## config.mk

```make
export PLATFORM = sky130hd
export DESIGN_NAME = imu_tilt_complementary_filter_unit_flat
export DESIGN_NICKNAME = d
export VERILOG_FILES = /design/src/rtl/core/ictf_pkg.sv /design/src/rtl/core/ictf_stream_if.sv /design/src/rtl/core/imu_tilt_complementary_filter_unit.sv /design/src/flat_wrapper.sv
export VERILOG_INCLUDE_DIRS = /design/src /design/src/rtl/core
export SDC_FILE = /design/constraint.sdc
export NUM_CORES = 2
export LEC_CHECK = 0
export BUFFER_PORTS_ARGS = -buffer_cell sky130_fd_sc_hd__buf_2
export CAP_MARGIN = 0
export CELL_PAD_IN_SITES_DETAIL_PLACEMENT = 0
export CELL_PAD_IN_SITES_GLOBAL_PLACEMENT = 1
export CORE_ASPECT_RATIO = 0.7
export CORE_MARGIN = 2
export CORE_UTILIZATION = 45
export CTS_CLUSTER_DIAMETER = 50
export DETAILED_ROUTE_END_ITERATION = 6
export PLACE_DENSITY = 0.87
export SYNTH_ARGS = -nofsm -noshare
export SYNTH_HDL_FRONTEND = slang
export SYNTH_SLANG_ARGS = --single-unit
export TNS_END_PERCENT = 20
```

## constraint.sdc

```tcl
create_clock -name clk -period 27.2 [get_ports clk]
set_clock_uncertainty 0.05 [all_clocks]
set_input_delay 1.36 -clock clk [delete_from_list [all_inputs] [get_ports clk]]
set_output_delay 1.36 -clock clk [all_outputs]
set_load 0.005 [all_outputs]
```

## src/rtl/core/assert_macros.svh

```systemverilog
// ----------------------------------------------------------------------------
// assert_macros.svh
// shared concurrent assertion macros for the tilt filter rtl
// ----------------------------------------------------------------------------
`ifndef ASSERT_MACROS_SVH
`define ASSERT_MACROS_SVH

// same-cycle implication
`define ICTF_ASSERT_IMP(label, clk, rst_n, ante, cons) \
	label: assert property (@(posedge clk) disable iff (!rst_n) (ante) |-> (cons)) \
	else $error("assertion failed");

// next-cycle implication
`define ICTF_ASSERT_NXT(label, clk, rst_n, ante, cons) \
	label: assert property (@(posedge clk) disable iff (!rst_n) (ante) |=> (cons)) \
	else $error("assertion failed");

`endif

```

## src/rtl/core/ictf_pkg.sv

```systemverilog
// ----------------------------------------------------------------------------
// ictf_pkg
// types, constants and helpers of the imu tilt complementary filter
// ----------------------------------------------------------------------------
package ictf_pkg;

	// divider: numerator width, divisor width, quotient bits per cycle
	localparam int DIV_NW   = 52;
	localparam int DIV_DW   = 11;
	localparam int DIV_STEP = 4;
	localparam int DIV_ITER = DIV_NW / DIV_STEP;
	localparam int DIV_CW   = $clog2(DIV_ITER);

	// shared multiplier operand and product widths
	localparam int MUL_AW = 33;
	localparam int MUL_BW = 18;
	localparam int MUL_PW = MUL_AW + MUL_BW;

	// cordic working widths
	localparam int CRD_W    = 36;
	localparam int ATAN_LEN = 24;
	localparam int ATAN_IW  = $clog2(ATAN_LEN);

	// width of intermediate values that are saturated to q16.16
	localparam int SAT_W = 54;

	localparam int CFG_IDX_W = 3;
	localparam logic [CFG_IDX_W-1:0] CFG_GYRO_RANGE_SEL  = 3'd0;
	localparam logic [CFG_IDX_W-1:0] CFG_ACCEL_RANGE_SEL = 3'd1;
	localparam logic [CFG_IDX_W-1:0] CFG_GYRO_OFFSET_X   = 3'd2;
	localparam logic [CFG_IDX_W-1:0] CFG_GYRO_OFFSET_Y   = 3'd3;
	localparam logic [CFG_IDX_W-1:0] CFG_GYRO_OFFSET_Z   = 3'd4;
	localparam logic [CFG_IDX_W-1:0] CFG_ACCEL_WEIGHT    = 3'd5;
	localparam logic [CFG_IDX_W-1:0] CFG_GYRO_WEIGHT     = 3'd6;

	localparam logic [1:0]  GYRO_RANGE_RST   = 2'd1;
	localparam logic [1:0]  ACCEL_RANGE_RST  = 2'd0;
	localparam logic [16:0] ACCEL_WEIGHT_RST = 17'd1311;
	localparam logic [16:0] GYRO_WEIGHT_RST  = 17'd64225;

	localparam logic signed [16:0] TEMP_OFS = 17'sd12412;
	localparam logic [DIV_DW-1:0]  TEMP_DIV = 11'd340;
	localparam logic [DIV_DW-1:0]  INT_DIV  = 11'd1000;
	localparam logic [DIV_DW-1:0]  RATE_DIV [0:3] = '{11'd1310, 11'd655, 11'd328, 11'd164};

	localparam logic signed [31:0] HALF_TURN_Q16 = 32'sd11796480;

	localparam logic [21:0] ATAN_DEG_Q16 [0:ATAN_LEN-1] = '{
		22'd2949120, 22'd1740967, 22'd919879, 22'd466945, 22'd234379, 22'd117304,
		22'd58666, 22'd29335, 22'd14668, 22'd7334, 22'd3667, 22'd1833,
		22'd917, 22'd458, 22'd229, 22'd115, 22'd57, 22'd29,
		22'd14, 22'd7, 22'd4, 22'd2, 22'd1, 22'd0
	};

	typedef enum logic [3:0] {
		S_IDLE,
		S_DIV_LOAD,
		S_DIV_RUN,
		S_DIV_DONE,
		S_MUL,
		S_CORDIC_LOAD,
		S_CORDIC_RUN,
		S_MIX_A,
		S_MIX_B,
		S_MIX_C,
		S_DONE
	} state_t;

	typedef enum logic [2:0] {
		JOB_TEMP,
		JOB_RATE_X,
		JOB_RATE_Y,
		JOB_RATE_Z,
		JOB_INT_X,
		JOB_INT_Y,
		JOB_INT_Z
	} job_t;

	typedef struct packed {
		logic signed [15:0] accel_raw_x;
		logic signed [15:0] accel_raw_y;
		logic signed [15:0] accel_raw_z;
		logic signed [15:0] temp_raw;
		logic signed [15:0] gyro_raw_x;
		logic signed [15:0] gyro_raw_y;
		logic signed [15:0] gyro_raw_z;
		logic        [15:0] elapsed_ms;
	} in_item_t;

	typedef struct packed {
		logic signed [31:0] angle_x;
		logic signed [31:0] angle_y;
		logic signed [31:0] angle_z;
		logic signed [31:0] tilt_acc_x;
		logic signed [31:0] tilt_acc_y;
		logic signed [31:0] rate_x;
		logic signed [31:0] rate_y;
		logic signed [31:0] rate_z;
		logic signed [31:0] accel_g_x;
		logic signed [31:0] accel_g_y;
		logic signed [31:0] accel_g_z;
		logic signed [31:0] temperature;
	} out_item_t;

	// clamp to the signed 32-bit range
	function automatic logic signed [31:0] sat_q16(input logic signed [SAT_W-1:0] v);
		logic signed [SAT_W-1:0] hi;
		logic signed [SAT_W-1:0] lo;
		hi = SAT_W'(32'sh7fffffff);
		lo = SAT_W'(-33'sh080000000);
		if (v > hi) begin
			return 32'sh7fffffff;
		end else if (v < lo) begin
			return 32'sh80000000;
		end
		return v[31:0];
	endfunction

endpackage

```

## src/rtl/core/ictf_stream_if.sv

```systemverilog
// ----------------------------------------------------------------------------
// ictf_stream_if
// valid/ready stream channel carrying one payload per transfer
// ----------------------------------------------------------------------------
interface ictf_stream_if #(
	parameter type payload_t = logic
);
	logic     valid;
	logic     ready;
	payload_t payload;

	modport source(output valid, output payload, input ready);
	modport sink(input valid, input payload, output ready);
endinterface

```

## src/rtl/core/imu_tilt_complementary_filter_unit.sv

```systemverilog
// ----------------------------------------------------------------------------
// imu_tilt_complementary_filter_unit
// six-axis tilt estimator: scaling, gyro integration, cordic tilt and mixing
// ----------------------------------------------------------------------------
// usage:
//  samples carries one raw sample set (accel, temperature, gyro, elapsed ms)
//  per transfer; results carries one set of q16.16 outputs per sample set
//  registers are written through cfg_we / cfg_index / cfg_wdata; the user
//  must do so only while idle, the block itself does not enforce this
// sequencing:
//  one sample set at a time; samples.ready is high only while idle
//  each set passes the shared radix-16 divider (7 divisions), the shared
//  multiplier and the cordic iterations, which stop early when a
//  rotation hits zero
// reset:
//  arst_n clears the sequencer, the gyro integrals, the seed flag and loads
//  the register defaults; the first sample set after reset seeds x and y
// stall:
//  a finished result sits in the output register; the block takes the next
//  sample set meanwhile and only waits at its end until that result is taken
// ----------------------------------------------------------------------------
`include "assert_macros.svh"

module imu_tilt_complementary_filter_unit #(
	parameter int CORDIC_STEPS = 16
) (
	input  logic                                 clk,
	input  logic                                 arst_n,
	ictf_stream_if.sink                          samples,
	ictf_stream_if.source                        results,
	input  logic                                 cfg_we,
	input  logic [ictf_pkg::CFG_IDX_W-1:0]       cfg_index,
	input  logic [31:0]                          cfg_wdata
);

	localparam int STEP_W = $clog2(CORDIC_STEPS + 1);
	localparam int DNW = ictf_pkg::DIV_NW;
	localparam int DDW = ictf_pkg::DIV_DW;
	localparam int CW  = ictf_pkg::CRD_W;
	localparam int PW  = ictf_pkg::MUL_PW;
	localparam int SW  = ictf_pkg::SAT_W;

	// ------------------------------------------------------------------
	// registers
	// ------------------------------------------------------------------
	ictf_pkg::state_t state_q, state_d;
	ictf_pkg::job_t   job_q, job_d;

	logic [1:0]               gyro_range_q;
	logic [1:0]               accel_range_q;
	logic signed [31:0]       gyro_offset_q [3];
	logic [16:0]              accel_weight_q;
	logic [16:0]              gyro_weight_q;

	logic signed [31:0]       integ_q [3];
	logic                     seeded_q;
	logic                     out_valid_q;
	logic [ictf_pkg::DIV_CW-1:0] cnt_q;
	logic [STEP_W-1:0]        step_q;
	logic                     axis_q;

	ictf_pkg::in_item_t       in_q;
	ictf_pkg::out_item_t      out_q;
	logic [DNW-1:0]           dq_q;
	logic [DDW-1:0]           rem_q;
	logic [DDW-1:0]           div_d_q;
	logic                     neg_q;
	logic signed [PW-1:0]     prod_q;
	logic signed [PW-1:0]     acc_q;
	logic signed [CW-1:0]     cx_q, cy_q;
	logic signed [31:0]       cz_q;
	logic signed [31:0]       temp_q;
	logic signed [31:0]       rate_q [3];
	logic signed [31:0]       tilt_q [2];
	logic signed [31:0]       angle_q [2];

	// ------------------------------------------------------------------
	// combinational datapath
	// ------------------------------------------------------------------
	logic [1:0]               ax_idx;
	logic signed [15:0]       raw_sel;
	logic signed [16:0]       tv;
	logic [16:0]              tmag;
	logic [16:0]              rmag;
	logic [DDW-1:0]           div_d;
	logic                     num_neg;
	logic [DNW-1:0]           num_mag;
	logic [DNW-1:0]           dq_next;
	logic [DDW-1:0]           rem_next;
	logic [DDW:0]             rtmp;
	logic signed [DNW:0]      qsig;
	logic signed [31:0]       rate_new;
	logic signed [31:0]       integ_new;
	logic signed [ictf_pkg::MUL_AW-1:0] mul_a;
	logic signed [ictf_pkg::MUL_BW-1:0] mul_b;
	logic signed [PW-1:0]     mul_p;
	logic signed [15:0]       cl_y;
	logic signed [15:0]       cl_o;
	logic [16:0]              cl_omag;
	logic signed [17:0]       cl_x;
	logic signed [CW-1:0]     cl_xs, cl_ys;
	logic [ictf_pkg::ATAN_IW-1:0] atan_idx;
	logic signed [CW-1:0]     xsh, ysh;
	logic signed [31:0]       atan_v;
	logic                     cordic_end;
	logic signed [31:0]       zs;
	logic signed [31:0]       tilt_new;
	logic signed [PW:0]       msum;
	logic [PW:0]              mmag;
	logic [PW:0]              mr;
	logic signed [PW:0]       mval;
	logic signed [31:0]       angle_new;
	logic                     out_load;
	logic [2:0]               g_shift;

	// axis served by the current job
	always_comb begin
		case (job_q)
			ictf_pkg::JOB_RATE_Y, ictf_pkg::JOB_INT_Y: ax_idx = 2'd1;
			ictf_pkg::JOB_RATE_Z, ictf_pkg::JOB_INT_Z: ax_idx = 2'd2;
			default: ax_idx = 2'd0;
		endcase
	end

	always_comb begin
		case (ax_idx)
			2'd1: raw_sel = in_q.gyro_raw_y;
			2'd2: raw_sel = in_q.gyro_raw_z;
			default: raw_sel = in_q.gyro_raw_x;
		endcase
	end

	// divider operand: |numerator| + divisor/2, sign kept apart (round half away)
	always_comb begin
		tv   = 17'(in_q.temp_raw) + ictf_pkg::TEMP_OFS;
		tmag = tv[16] ? 17'(-tv) : 17'(tv);
		rmag = raw_sel[15] ? 17'(-17'(raw_sel)) : 17'(raw_sel);
		case (job_q)
			ictf_pkg::JOB_TEMP: begin
				div_d   = ictf_pkg::TEMP_DIV;
				num_neg = tv[16];
				num_mag = DNW'(tmag) << 16;
			end
			ictf_pkg::JOB_RATE_X, ictf_pkg::JOB_RATE_Y, ictf_pkg::JOB_RATE_Z: begin
				div_d   = ictf_pkg::RATE_DIV[gyro_range_q];
				num_neg = raw_sel[15];
				// raw * 655360 = raw * 10 * 65536
				num_mag = ((DNW'(rmag) << 3) + (DNW'(rmag) << 1)) << 16;
			end
			default: begin
				div_d   = ictf_pkg::INT_DIV;
				num_neg = prod_q[PW-1];
				num_mag = DNW'(prod_q[PW-1] ? -prod_q : prod_q);
			end
		endcase
		num_mag = num_mag + DNW'(div_d >> 1);
	end

	// radix-16 restoring division step
	always_comb begin
		dq_next  = dq_q;
		rem_next = rem_q;
		rtmp     = '0;
		for (int k = 0; k < ictf_pkg::DIV_STEP; k++) begin
			rtmp    = {rem_next, dq_next[DNW-1]};
			dq_next = dq_next << 1;
			if (rtmp >= {1'b0, div_d_q}) begin
				rtmp       = rtmp - {1'b0, div_d_q};
				dq_next[0] = 1'b1;
			end
			rem_next = rtmp[DDW-1:0];
		end
	end

	always_comb begin
		qsig      = neg_q ? -$signed({1'b0, dq_q}) : $signed({1'b0, dq_q});
		rate_new  = ictf_pkg::sat_q16(SW'(qsig) - SW'(gyro_offset_q[ax_idx]));
		integ_new = ictf_pkg::sat_q16(SW'(qsig) + SW'(integ_q[ax_idx]));
	end

	// shared multiplier
	always_comb begin
		case (state_q)
			ictf_pkg::S_MIX_A: begin
				mul_a = ictf_pkg::MUL_AW'(integ_q[{1'b0, axis_q}]);
				mul_b = $signed({1'b0, gyro_weight_q});
			end
			ictf_pkg::S_MIX_B: begin
				mul_a = ictf_pkg::MUL_AW'(tilt_q[axis_q]);
				mul_b = $signed({1'b0, accel_weight_q});
			end
			default: begin
				mul_a = ictf_pkg::MUL_AW'(rate_q[ax_idx]);
				mul_b = $signed({2'b00, in_q.elapsed_ms});
			end
		endcase
		mul_p = mul_a * mul_b;
	end

	// cordic load: x tilt uses (ay, az+|ax|), y tilt uses (ax, az+|ay|)
	always_comb begin
		cl_y    = axis_q ? in_q.accel_raw_x : in_q.accel_raw_y;
		cl_o    = axis_q ? in_q.accel_raw_y : in_q.accel_raw_x;
		cl_omag = cl_o[15] ? 17'(-17'(cl_o)) : 17'(cl_o);
		cl_x    = 18'(in_q.accel_raw_z) + $signed({1'b0, cl_omag});
		cl_xs   = CW'(cl_x) <<< 16;
		cl_ys   = CW'(cl_y) <<< 16;
	end

	// cordic vectoring step
	always_comb begin
		atan_idx   = ictf_pkg::ATAN_IW'(step_q);
		xsh        = cx_q >>> step_q;
		ysh        = cy_q >>> step_q;
		atan_v     = $signed({10'd0, ictf_pkg::ATAN_DEG_Q16[atan_idx]});
		cordic_end = (step_q == STEP_W'(CORDIC_STEPS)) || (cy_q == '0);
		zs         = cz_q >>> accel_range_q;
		tilt_new   = axis_q ? -zs : zs;
	end

	// mix: weighted sum / 65536, rounded half away from zero
	always_comb begin
		msum      = (PW+1)'(acc_q) + (PW+1)'(prod_q);
		mmag      = msum[PW] ? (PW+1)'(-msum) : (PW+1)'(msum);
		mr        = (mmag + (PW+1)'(32768)) >> 16;
		mval      = msum[PW] ? -$signed(mr) : $signed(mr);
		angle_new = ictf_pkg::sat_q16(SW'(mval));
	end

	assign out_load = (state_q == ictf_pkg::S_DONE) && (!out_valid_q || results.ready);
	assign g_shift  = 3'd2 + {1'b0, accel_range_q};

	// ------------------------------------------------------------------
	// sequencer
	// ------------------------------------------------------------------
	always_comb begin
		state_d       = state_q;
		job_d         = job_q;
		samples.ready = 1'b0;
		case (job_q)
			ictf_pkg::JOB_TEMP:   job_d = ictf_pkg::JOB_RATE_X;
			ictf_pkg::JOB_RATE_X: job_d = ictf_pkg::JOB_RATE_Y;
			ictf_pkg::JOB_RATE_Y: job_d = ictf_pkg::JOB_RATE_Z;
			ictf_pkg::JOB_RATE_Z: job_d = ictf_pkg::JOB_INT_X;
			ictf_pkg::JOB_INT_X:  job_d = ictf_pkg::JOB_INT_Y;
			ictf_pkg::JOB_INT_Y:  job_d = ictf_pkg::JOB_INT_Z;
			default:              job_d = ictf_pkg::JOB_TEMP;
		endcase
		case (state_q)
			ictf_pkg::S_IDLE: begin
				samples.ready = 1'b1;
				if (samples.valid) state_d = ictf_pkg::S_DIV_LOAD;
			end
			ictf_pkg::S_DIV_LOAD: state_d = ictf_pkg::S_DIV_RUN;
			ictf_pkg::S_DIV_RUN: begin
				if (cnt_q == ictf_pkg::DIV_CW'(ictf_pkg::DIV_ITER - 1))
					state_d = ictf_pkg::S_DIV_DONE;
			end
			ictf_pkg::S_DIV_DONE: begin
				case (job_q)
					ictf_pkg::JOB_TEMP, ictf_pkg::JOB_RATE_X, ictf_pkg::JOB_RATE_Y:
						state_d = ictf_pkg::S_DIV_LOAD;
					ictf_pkg::JOB_INT_Z: state_d = ictf_pkg::S_CORDIC_LOAD;
					default:             state_d = ictf_pkg::S_MUL;
				endcase
			end
			ictf_pkg::S_MUL:         state_d = ictf_pkg::S_DIV_LOAD;
			ictf_pkg::S_CORDIC_LOAD: state_d = ictf_pkg::S_CORDIC_RUN;
			ictf_pkg::S_CORDIC_RUN: begin
				if (cordic_end)
					state_d = axis_q ? ictf_pkg::S_MIX_A : ictf_pkg::S_CORDIC_LOAD;
			end
			ictf_pkg::S_MIX_A: state_d = ictf_pkg::S_MIX_B;
			ictf_pkg::S_MIX_B: state_d = ictf_pkg::S_MIX_C;
			ictf_pkg::S_MIX_C: state_d = axis_q ? ictf_pkg::S_DONE : ictf_pkg::S_MIX_A;
			ictf_pkg::S_DONE: begin
				if (out_load) state_d = ictf_pkg::S_IDLE;
			end
			default: state_d = ictf_pkg::S_IDLE;
		endcase
	end

	// control state, registers and gyro integrals
	always_ff @(posedge clk or negedge arst_n) begin
		if (!arst_n) begin
			state_q        <= ictf_pkg::S_IDLE;
			job_q          <= ictf_pkg::JOB_TEMP;
			gyro_range_q   <= ictf_pkg::GYRO_RANGE_RST;
			accel_range_q  <= ictf_pkg::ACCEL_RANGE_RST;
			gyro_offset_q  <= '{default: '0};
			accel_weight_q <= ictf_pkg::ACCEL_WEIGHT_RST;
			gyro_weight_q  <= ictf_pkg::GYRO_WEIGHT_RST;
			integ_q        <= '{default: '0};
			seeded_q       <= 1'b0;
			out_valid_q    <= 1'b0;
			cnt_q          <= '0;
			step_q         <= '0;
			axis_q         <= 1'b0;
		end else begin
			state_q <= state_d;
			if (cfg_we) begin
				case (cfg_index)
					ictf_pkg::CFG_GYRO_RANGE_SEL:  gyro_range_q     <= cfg_wdata[1:0];
					ictf_pkg::CFG_ACCEL_RANGE_SEL: accel_range_q    <= cfg_wdata[1:0];
					ictf_pkg::CFG_GYRO_OFFSET_X:   gyro_offset_q[0] <= cfg_wdata;
					ictf_pkg::CFG_GYRO_OFFSET_Y:   gyro_offset_q[1] <= cfg_wdata;
					ictf_pkg::CFG_GYRO_OFFSET_Z:   gyro_offset_q[2] <= cfg_wdata;
					ictf_pkg::CFG_ACCEL_WEIGHT:    accel_weight_q   <= cfg_wdata[16:0];
					ictf_pkg::CFG_GYRO_WEIGHT:     gyro_weight_q    <= cfg_wdata[16:0];
					default: ;
				endcase
			end
			case (state_q)
				ictf_pkg::S_IDLE: begin
					job_q  <= ictf_pkg::JOB_TEMP;
					axis_q <= 1'b0;
				end
				ictf_pkg::S_DIV_LOAD: cnt_q <= '0;
				ictf_pkg::S_DIV_RUN:  cnt_q <= cnt_q + 1'b1;
				ictf_pkg::S_DIV_DONE: begin
					job_q <= job_d;
					if (job_q == ictf_pkg::JOB_INT_X || job_q == ictf_pkg::JOB_INT_Y ||
						job_q == ictf_pkg::JOB_INT_Z)
						integ_q[ax_idx] <= integ_new;
				end
				ictf_pkg::S_CORDIC_LOAD: step_q <= '0;
				ictf_pkg::S_CORDIC_RUN: begin
					if (cordic_end) axis_q <= !axis_q;
					else step_q <= step_q + 1'b1;
				end
				ictf_pkg::S_MIX_C: axis_q <= !axis_q;
				ictf_pkg::S_DONE: begin
					// the first sample set seeds x and y from the tilt angles
					if (out_load && !seeded_q) begin
						integ_q[0] <= tilt_q[0];
						integ_q[1] <= tilt_q[1];
						seeded_q   <= 1'b1;
					end
				end
				default: ;
			endcase
			if (out_load) out_valid_q <= 1'b1;
			else if (results.ready) out_valid_q <= 1'b0;
		end
	end

	// datapath registers
	always_ff @(posedge clk) begin
		case (state_q)
			ictf_pkg::S_IDLE: begin
				if (samples.valid) in_q <= samples.payload;
			end
			ictf_pkg::S_DIV_LOAD: begin
				dq_q    <= num_mag;
				rem_q   <= '0;
				div_d_q <= div_d;
				neg_q   <= num_neg;
			end
			ictf_pkg::S_DIV_RUN: begin
				dq_q  <= dq_next;
				rem_q <= rem_next;
			end
			ictf_pkg::S_DIV_DONE: begin
				if (job_q == ictf_pkg::JOB_TEMP) temp_q <= qsig[31:0];
				else if (job_q == ictf_pkg::JOB_RATE_X || job_q == ictf_pkg::JOB_RATE_Y ||
					job_q == ictf_pkg::JOB_RATE_Z)
					rate_q[ax_idx] <= rate_new;
			end
			ictf_pkg::S_MUL: prod_q <= mul_p;
			ictf_pkg::S_CORDIC_LOAD: begin
				// left half plane: rotate by half a turn first
				if (cl_x < 0) begin
					cx_q <= -cl_xs;
					cy_q <= -cl_ys;
					cz_q <= cl_y[15] ? -ictf_pkg::HALF_TURN_Q16 : ictf_pkg::HALF_TURN_Q16;
				end else begin
					cx_q <= cl_xs;
					cy_q <= cl_ys;
					cz_q <= '0;
				end
			end
			ictf_pkg::S_CORDIC_RUN: begin
				if (cordic_end) begin
					tilt_q[axis_q] <= tilt_new;
				end else if (cy_q > 0) begin
					cx_q <= cx_q + ysh;
					cy_q <= cy_q - xsh;
					cz_q <= cz_q + atan_v;
				end else begin
					cx_q <= cx_q - ysh;
					cy_q <= cy_q + xsh;
					cz_q <= cz_q - atan_v;
				end
			end
			ictf_pkg::S_MIX_A: prod_q <= mul_p;
			ictf_pkg::S_MIX_B: begin
				acc_q  <= prod_q;
				prod_q <= mul_p;
			end
			ictf_pkg::S_MIX_C: angle_q[axis_q] <= angle_new;
			ictf_pkg::S_DONE: begin
				if (out_load) begin
					out_q.angle_x     <= angle_q[0];
					out_q.angle_y     <= angle_q[1];
					out_q.angle_z     <= integ_q[2];
					out_q.tilt_acc_x  <= tilt_q[0];
					out_q.tilt_acc_y  <= tilt_q[1];
					out_q.rate_x      <= rate_q[0];
					out_q.rate_y      <= rate_q[1];
					out_q.rate_z      <= rate_q[2];
					out_q.accel_g_x   <= 32'(in_q.accel_raw_x) <<< g_shift;
					out_q.accel_g_y   <= 32'(in_q.accel_raw_y) <<< g_shift;
					out_q.accel_g_z   <= 32'(in_q.accel_raw_z) <<< g_shift;
					out_q.temperature <= temp_q;
				end
			end
			default: ;
		endcase
	end

	assign results.valid   = out_valid_q;
	assign results.payload = out_q;

	// ------------------------------------------------------------------
	// assertions
	// ------------------------------------------------------------------
	`ICTF_ASSERT_NXT(a_accept_starts, clk, arst_n, samples.valid && samples.ready, state_q == ictf_pkg::S_DIV_LOAD)
	`ICTF_ASSERT_IMP(a_rem_below_div, clk, arst_n, state_q == ictf_pkg::S_DIV_RUN, rem_q < div_d_q)
	`ICTF_ASSERT_IMP(a_step_bound, clk, arst_n, 1'b1, step_q <= STEP_W'(CORDIC_STEPS))
	`ICTF_ASSERT_NXT(a_seed_after_result, clk, arst_n, out_load, seeded_q && out_valid_q)

endmodule

```

## src/flat_wrapper.sv

```systemverilog
// flat-port wrapper written by rule: the top's interface ports become plain ports
module imu_tilt_complementary_filter_unit_flat 
#(
	parameter int CORDIC_STEPS = 16
)
  (clk, arst_n, cfg_we, cfg_index, cfg_wdata, samples_valid, samples_payload, samples_ready, results_valid, results_payload, results_ready);
  ictf_stream_if #(.payload_t(ictf_pkg::in_item_t)) samples_i ();
  ictf_stream_if #(.payload_t(ictf_pkg::out_item_t)) results_i ();
  input  logic clk;
  input  logic arst_n;
  input  logic cfg_we;
  input  logic [ictf_pkg::CFG_IDX_W-1:0] cfg_index;
  input  logic [31:0] cfg_wdata;
  input wire logic [$bits(samples_i.valid)-1:0] samples_valid;
  input wire logic [$bits(samples_i.payload)-1:0] samples_payload;
  output wire logic [$bits(samples_i.ready)-1:0] samples_ready;
  output wire logic [$bits(results_i.valid)-1:0] results_valid;
  output wire logic [$bits(results_i.payload)-1:0] results_payload;
  input wire logic [$bits(results_i.ready)-1:0] results_ready;
  assign samples_i.valid = samples_valid;
  assign samples_i.payload = samples_payload;
  assign samples_ready = samples_i.ready;
  assign results_valid = results_i.valid;
  assign results_payload = results_i.payload;
  assign results_i.ready = results_ready;
  imu_tilt_complementary_filter_unit #(.CORDIC_STEPS(CORDIC_STEPS)) u_core (.clk(clk), .arst_n(arst_n), .samples(samples_i), .results(results_i), .cfg_we(cfg_we), .cfg_index(cfg_index), .cfg_wdata(cfg_wdata));
endmodule
```

# Yosys cells after proc, flatten, opt, wreduce, memory -nomap -nowiden
# Memories as Yosys holds them, arrays and structs flattened. A register that Yosys moved wholly into a read port is not among the register bits.
# Index checks and enable logic that the tools add are counted.
totals:
  reg_bits: 914
  ram_bits: 224
  rom_bits: 704
  input_bits: 168
  output_inout_bits: 386
  word_cells: 283
  memories: 4
memory_table:
  columns: ["memory", "words", "width", "rd", "rd_clocked_by_memory_dff", "write_ports", "line", "source"]
  rows:
  - ["(no name shown)", 32, 22, 1, 0, 0, "imu_tilt_complementary_filter_unit.sv:215", "atan_v = $signed({10'd0, ictf_pkg::ATAN_DEG_Q16[atan_idx]});"]
  - ["u_core.rate_q", 3, 32, 4, 3, 1, "imu_tilt_complementary_filter_unit.sv:73", "logic signed [31:0] rate_q [3];"]
  - ["u_core.angle_q", 2, 32, 2, 2, 1, "imu_tilt_complementary_filter_unit.sv:75", "logic signed [31:0] angle_q [2];"]
  - ["u_core.tilt_q", 2, 32, 3, 0, 1, "imu_tilt_complementary_filter_unit.sv:74", "logic signed [31:0] tilt_q [2];"]
op_classes:
  add_sub_neg: 31
  multipliers: 1
  magnitude_cmp: 17
  eq_ne: 33
  shifts: 6
  muxes: 102
  bitwise_logic: 4
  n_reduce_logical: 43
op_table:
  columns: ["cell", "n"]
  rows:
  - ["32-bit two-way mux", 21]
  - ["36-bit two-way mux", 6]
  - ["52-bit one-hot mux with 2 select lines", 2]
  - ["32-bit binary-select mux with 2-bit select", 3]
  - ["52-bit two-way mux", 3]
  - ["36-bit one-hot mux with 2 select lines", 2]
  - ["64-bit one-hot mux with 2 select lines", 1]
  - ["54-bit by 32-bit greater-than comparator with 1-bit output, second input constant", 2]
  - ["54-bit by 32-bit < comparator with 1-bit output, second input constant", 2]
  - ["96-bit bitwise mux", 1]
  - ["96-bit two-way mux", 1]
  - ["16-bit by 3-bit <<< shifter with 32-bit output", 3]
  - ["36-bit adder", 2]
  - ["36-bit by 5-bit >>> shifter with 36-bit output", 2]
  - ["36-bit subtractor", 2]
  - ["11-bit two-way mux", 6]
  - ["33-bit one-hot mux with 2 select lines", 1]
  - ["32-bit demux with 2-bit select", 1]
  - ["64-bit two-way mux", 1]
  - ["32-bit one-hot mux with 2 select lines", 1]
  - ["53-bit by 32-bit adder with 54-bit output", 1]
  - ["53-bit by 32-bit subtractor with 54-bit output", 1]
  - ["53-bit two-way mux", 1]
  - ["52-bit negator with 53-bit output", 1]
  - ["other kinds (77)", 170]

# Longest topological paths before layout
logic_depth:
  word_depth: 15
  depth_mapped: 64

# Least setup slack after synthesis
# Ideal clock, no wire load.
synth_timing:
  path_kind: "input to register"
  startpoint: "input port results_ready"
  endpoint: "register u_core.seeded_q"
  arrival_time_ns: 27.419
  slack_ns: -0.458
  path_stages: 3
  path_buffers: 0
  path_cell_list: "nor2b_1 -> nor3_1 -> or2_2"
synth_via:
  elab_chain_cells: 4
synth_rtl:
  columns: ["item", "line", "source"]
  rows:
  - ["start, declared", "flat_wrapper.sv:19", "input wire logic [$bits(results_i.ready)-1:0] results_ready;"]
  - ["1-bit logical OR", "imu_tilt_complementary_filter_unit.sv:230", "assign out_load = (state_q == ictf_pkg::S_DONE) && (!out_valid_q || results.ready);"]
  - ["1-bit logical AND", "imu_tilt_complementary_filter_unit.sv:230", null]
  - ["net u_core.out_load", "imu_tilt_complementary_filter_unit.sv:113", "logic out_load;"]
  - ["1-bit logical AND", "imu_tilt_complementary_filter_unit.sv:334", "if (out_load && !seeded_q) begin"]
  - ["2-bit AND reduction (no line)", null, null]
  - ["end signal, assigned", "imu_tilt_complementary_filter_unit.sv:294", "seeded_q <= 1'b0;"]
  - ["end signal, assigned", "imu_tilt_complementary_filter_unit.sv:337", "seeded_q <= 1'b1;"]
  - ["end, declared", "imu_tilt_complementary_filter_unit.sv:56", "logic seeded_q;"]
# The timed path passes the listed nets, and every way through them passes these cells.
# A chain may end at the register's enable or synchronous reset.

# Worst setup path in the final report
layout_timing:
  startpoint: "register u_core.dq_q[51]"
  endpoint: "register u_core.rem_q[4] (data pin)"
layout_via:
  elab_chain_cells: 9
layout_rtl:
  columns: ["item", "line", "source"]
  rows:
  - ["start, declared", "imu_tilt_complementary_filter_unit.sv:64", "logic [DNW-1:0] dq_q;"]
  - ["start signal, assigned", "imu_tilt_complementary_filter_unit.sv:354", "dq_q <= num_mag;"]
  - ["start signal, assigned", "imu_tilt_complementary_filter_unit.sv:360", "dq_q <= dq_next;"]
  - ["11-bit subtractor / 12-bit by 11-bit greater-or-equal comparator with 1-bit output (equally long branches)", "imu_tilt_complementary_filter_unit.sv:168, imu_tilt_complementary_filter_unit.sv:167", null]
  - ["11-bit two-way mux *", "imu_tilt_complementary_filter_unit.sv:167", "if (rtmp >= {1'b0, div_d_q}) begin"]
  - ["11-bit subtractor / 12-bit by 11-bit greater-or-equal comparator with 1-bit output (equally long branches)", "imu_tilt_complementary_filter_unit.sv:168, imu_tilt_complementary_filter_unit.sv:167", null]
  - ["11-bit two-way mux *", "imu_tilt_complementary_filter_unit.sv:167", null]
  - ["11-bit subtractor / 12-bit by 11-bit greater-or-equal comparator with 1-bit output (equally long branches)", "imu_tilt_complementary_filter_unit.sv:168, imu_tilt_complementary_filter_unit.sv:167", null]
  - ["11-bit two-way mux *", "imu_tilt_complementary_filter_unit.sv:167", null]
  - ["11-bit subtractor / 12-bit by 11-bit greater-or-equal comparator with 1-bit output (equally long branches)", "imu_tilt_complementary_filter_unit.sv:168, imu_tilt_complementary_filter_unit.sv:167", null]
  - ["11-bit two-way mux *", "imu_tilt_complementary_filter_unit.sv:167", null]
  - ["11-bit one-hot mux with 2 select lines *", "imu_tilt_complementary_filter_unit.sv:349", "case (state_q)"]
  - ["end signal, assigned", "imu_tilt_complementary_filter_unit.sv:361", "rem_q <= rem_next;"]
  - ["end, declared", "imu_tilt_complementary_filter_unit.sv:65", "logic [DDW-1:0] rem_q;"]
# Mark *: on every way between the ends. The rest lies on a longest branch, timed or not.

==> summary.md <==
The tools report the share of the yosys chip area belonging to registers as 36.95%. The first global-routing pass estimated 523800 um of wire. The required time at the endpoint of the critical path is 27.70 ns. Leaving out fill and tap cells, the most frequent cell in the layout is sky130_fd_sc_hd__nand2_1. After synthesis the netlist holds a flip-flop and latch count of 1271.

The critical path is of the flip-flop to flip-flop type. The floorplan step defined a core boundary enclosing 0.2205 mm^2. The final setup violation count is 0. The slowest stage of the critical path belongs to the cell sky130_fd_sc_hd__fa_1.

In this run the count of I/O pins placed on the die edge is 554. No sink is reached through more buffers than the 4 on the longest clock path. Counting I/O delays and the setup requirement, the final critical path takes 12.15 ns. Entering global routing, the biggest net connects 155 pins. The routed layout has 82.42k vias.

The synthesis-to-layout area growth came out at 11.34%. In the layout the commonest cells are 1157 x sky130_fd_sc_hd__nand2_1, 1022 x sky130_fd_sc_hd__edfxtp_1, 804 x sky130_fd_sc_hd__nor2_1. Counting flops with a built-in enable in the synthesized netlist gives 1022. The share of the clock period used by the worst path works out to 44.68%. Once the clock tree was built, the resizer swapped 0 gates to a different size. The die width was 567.4 um. The logs give 76.82k for the via count of the first global-routing pass and 116 for the number of library cell types mapped by synthesis. The clock edge transition at the registers on the reported setup and hold paths was 0.06 ns.

The die is 398.4 um tall. The Yosys warning count is 0. In this run the most critical hold path is launched from u_core.angle_q[1][9].

The beginning of the worst register-to-register path is u_core.dq_q[51]. The global-route usage over all layers came out at 31.26%. The cell area that synthesis handed to floorplanning was 0.09997 mm^2. The run finished, with violations left.

In the synthesized netlist the dominant register cell turns out to be sky130_fd_sc_hd__edfxtp_1. The tree built by TritonCTS fans out to 1271 sinks. The tools report the type of origin of the critical path as a flip-flop. The run gives 0.2260 mm^2 as the area enclosed by the die boundary.

For this run, design rule violations remaining after detail routing come to 8. The delay contributed by the slowest stage of the critical path was 0.47 ns. For the worst hold slack, the log shows 0.3522 ns.

Count of nets left with antenna violations after detail routing: 0. Buffers inserted to repair hold after CTS numbered 0. The final reports fail on design-rule violations, max-capacitance violations, max-slew violations. The sum of overflow across all layers after global routing was 0.

Along the worst path, the maximum fanout reaches 21. The per-instance average area after synthesis came out at 9.967 um^2. The fraction of synthesis flops using an asynchronous set or reset pin came out at 19.59%.

Derived from the worst setup path, the maximum achievable clock frequency is 0.08228 GHz. On the critical path the largest part of the delay comes from compound AO/OA/AOI/OAI gates. The path type of the worst min-delay path was flip-flop to flip-flop. The first TritonRoute pass finished after 7 iterations.

Counting both buffers and inverters, the worst setup path holds a total of 5. After clock tree synthesis, the setup repair step added 0 buffers. The final layout contains routed wiring with a total length of 362200 um. The H-tree generated during clock tree synthesis spans 4 levels. Summed over all failing endpoints, the final setup total negative slack is 0 ns.

The setup check on the worst reg-to-reg path leaves a slack of 15.05 ns. In this run, placement finished with an instance count of 13.17k. The tools report the final weighted congestion of routability-driven global placement as 1.053.

TritonCTS built the clock tree. The row count is 144, and the number of max-cap violations is 1. Port buffering added 553 buffers.

STA puts the critical path data arrival time at 12.65 ns. For the TritonCTS buffer count, the log shows 161. Count of final hold-check violations: 0. Headroom to the max-slew limit came out at -0.7427%. The routed wire length per instance was 26.91 um; the count of nets after finishing was 11.61k.

At the pin with the least slew margin, the transition time is 1.508 ns. Setup repair after global routing left no endpoint under its margin. The run gives 278700 um as the final HPWL from detailed placement. The via-per-instance ratio is 6.125.

The tools report the number of max-slew violations in the final report as 10. After the flow finishes, the layout carries non-filler instances totaling 13.46k. The cell type with the highest occurrence count on the critical path was sky130_fd_sc_hd__a21oi_1.

For the starting utilization of the core area, the log shows 45.33%. The tree is rooted in a sky130_fd_sc_hd__clkbuf_16. After the first detailed-routing iteration, the DRC count stood at 10.94k. Synthesized instance count: 10.03k. The kind of capture point of the worst setup path is a flip-flop.

For the number of antenna violations at the first check in global routing, the log shows 40. The critical path starts at u_core.dq_q[51]. The fraction of layout instances using a drive strength above 1 works out to 13.93%.

The clock reaches the later pin of the worst-skew pair after 0.83 ns.
worst paths after layout:
path | to | cells past startpoint
max | u_core.rem_q[4] | 60
min | results_payload[329] | 0
max reg2reg | u_core.rem_q[4] | 60
min reg2reg | results_payload[329] | 0
max in group asynchronous | u_core.gyro_offset_q[12] | 3
min in group asynchronous | u_core.results.valid | 1
layer usage:
layer / wire (um) / vias to the layer above / track usage, %
met3: 51730 / 557 / 11.83
met5: 343 / - / 0.4394
met4: 12300 / 32 / 9.790
met1: 160500 / 40822 / 47.17
met2: 137400 / 4737 / 40.47
li1: - / 36276 / -
through the flow:
step	utilization [%]	setup slack, ns	instance area, um^2
after global placement	48.10	15.05	106100
after global routing	50.47	14.02	111300
final	50.47	15.05	111300
after detailed placement	48.10	15.26	106100
after floorplan	-	10.88	100000
after CTS	50.46	15.18	111300
Yosys cell counts, types with 231 or more instances:
master | count | area (um^2)
sky130_fd_sc_hd__nor2_1 | 811 | 3044
sky130_fd_sc_hd__nand2_1 | 1161 | 4358
sky130_fd_sc_hd__mux2i_1 | 262 | 2623
sky130_fd_sc_hd__ha_1 | 489 | 6118
sky130_fd_sc_hd__clkbuf_1 | 373 | 1400
sky130_fd_sc_hd__xnor2_1 | 474 | 4151
sky130_fd_sc_hd__dfrtp_1 | 231 | 5781
sky130_fd_sc_hd__fa_1 | 538 | 10770
sky130_fd_sc_hd__inv_1 | 777 | 2917
sky130_fd_sc_hd__o21ai_0 | 525 | 2628
sky130_fd_sc_hd__a21oi_1 | 550 | 2753
sky130_fd_sc_hd__edfxtp_1 | 1022 | 30690
sky130_fd_sc_hd__xor2_1 | 250 | 2190
flip-flops by register name (all words and copies together) (netlist names), 17 cells and up:
name,cells
u_core.results.payload,197
u_core.accel_weight_q,17
u_core.gyro_weight_q,17
u_core.angle_q,64
u_core.gyro_offset_q,96
results_payload,160
u_core.cz_q,32
u_core.cx_q,36
u_core.cy_q,36
u_core.integ_q,96
u_core.dq_q,52
u_core.prod_q,51
u_core.rate_q,96
u_core.acc_q,51
u_core.in_q,128
u_core.temp_q,32
u_core.tilt_q,64
final cells by class:
| cell class | count | area, um^2 |
|---|---|---|
| clock buffer | 184 | 4243 |
| antenna | 8 | 20.02 |
| timing repair buffer | 705 | 3954 |
| sequential | 1271 | 36970 |
| fill | 19929 | 109200 |
| inverter | 782 | 2938 |
| multi-input combinational | 7491 | 58570 |
| tap | 2920 | 3654 |
| clock inverter | 97 | 963.4 |
logic make-up (layout without fill, tap and decap cells):
| kind of cell | Yosys count | count (layout) | share of synthesized area, % |
|---|---|---|---|
| buffers and inverters | 1275 | 1768 | 4.937 |
| xor gates and xnor gates | 725 | 725 | 6.359 |
| AOI/OAI and AO/OA | 2144 | 2144 | 14.02 |
| adders and majority gates | 1027 | 1027 | 16.89 |
| DFF | 1271 | 1271 | 36.95 |
| and+or+nand+nor | 3052 | 3052 | 14.06 |
| muxes | 535 | 535 | 6.771 |
| other | 1 | 16 | 0.003751 |
Power is not shown: default switching activity piles up to over one toggle a cycle in this logic, so the estimate is an artifact.
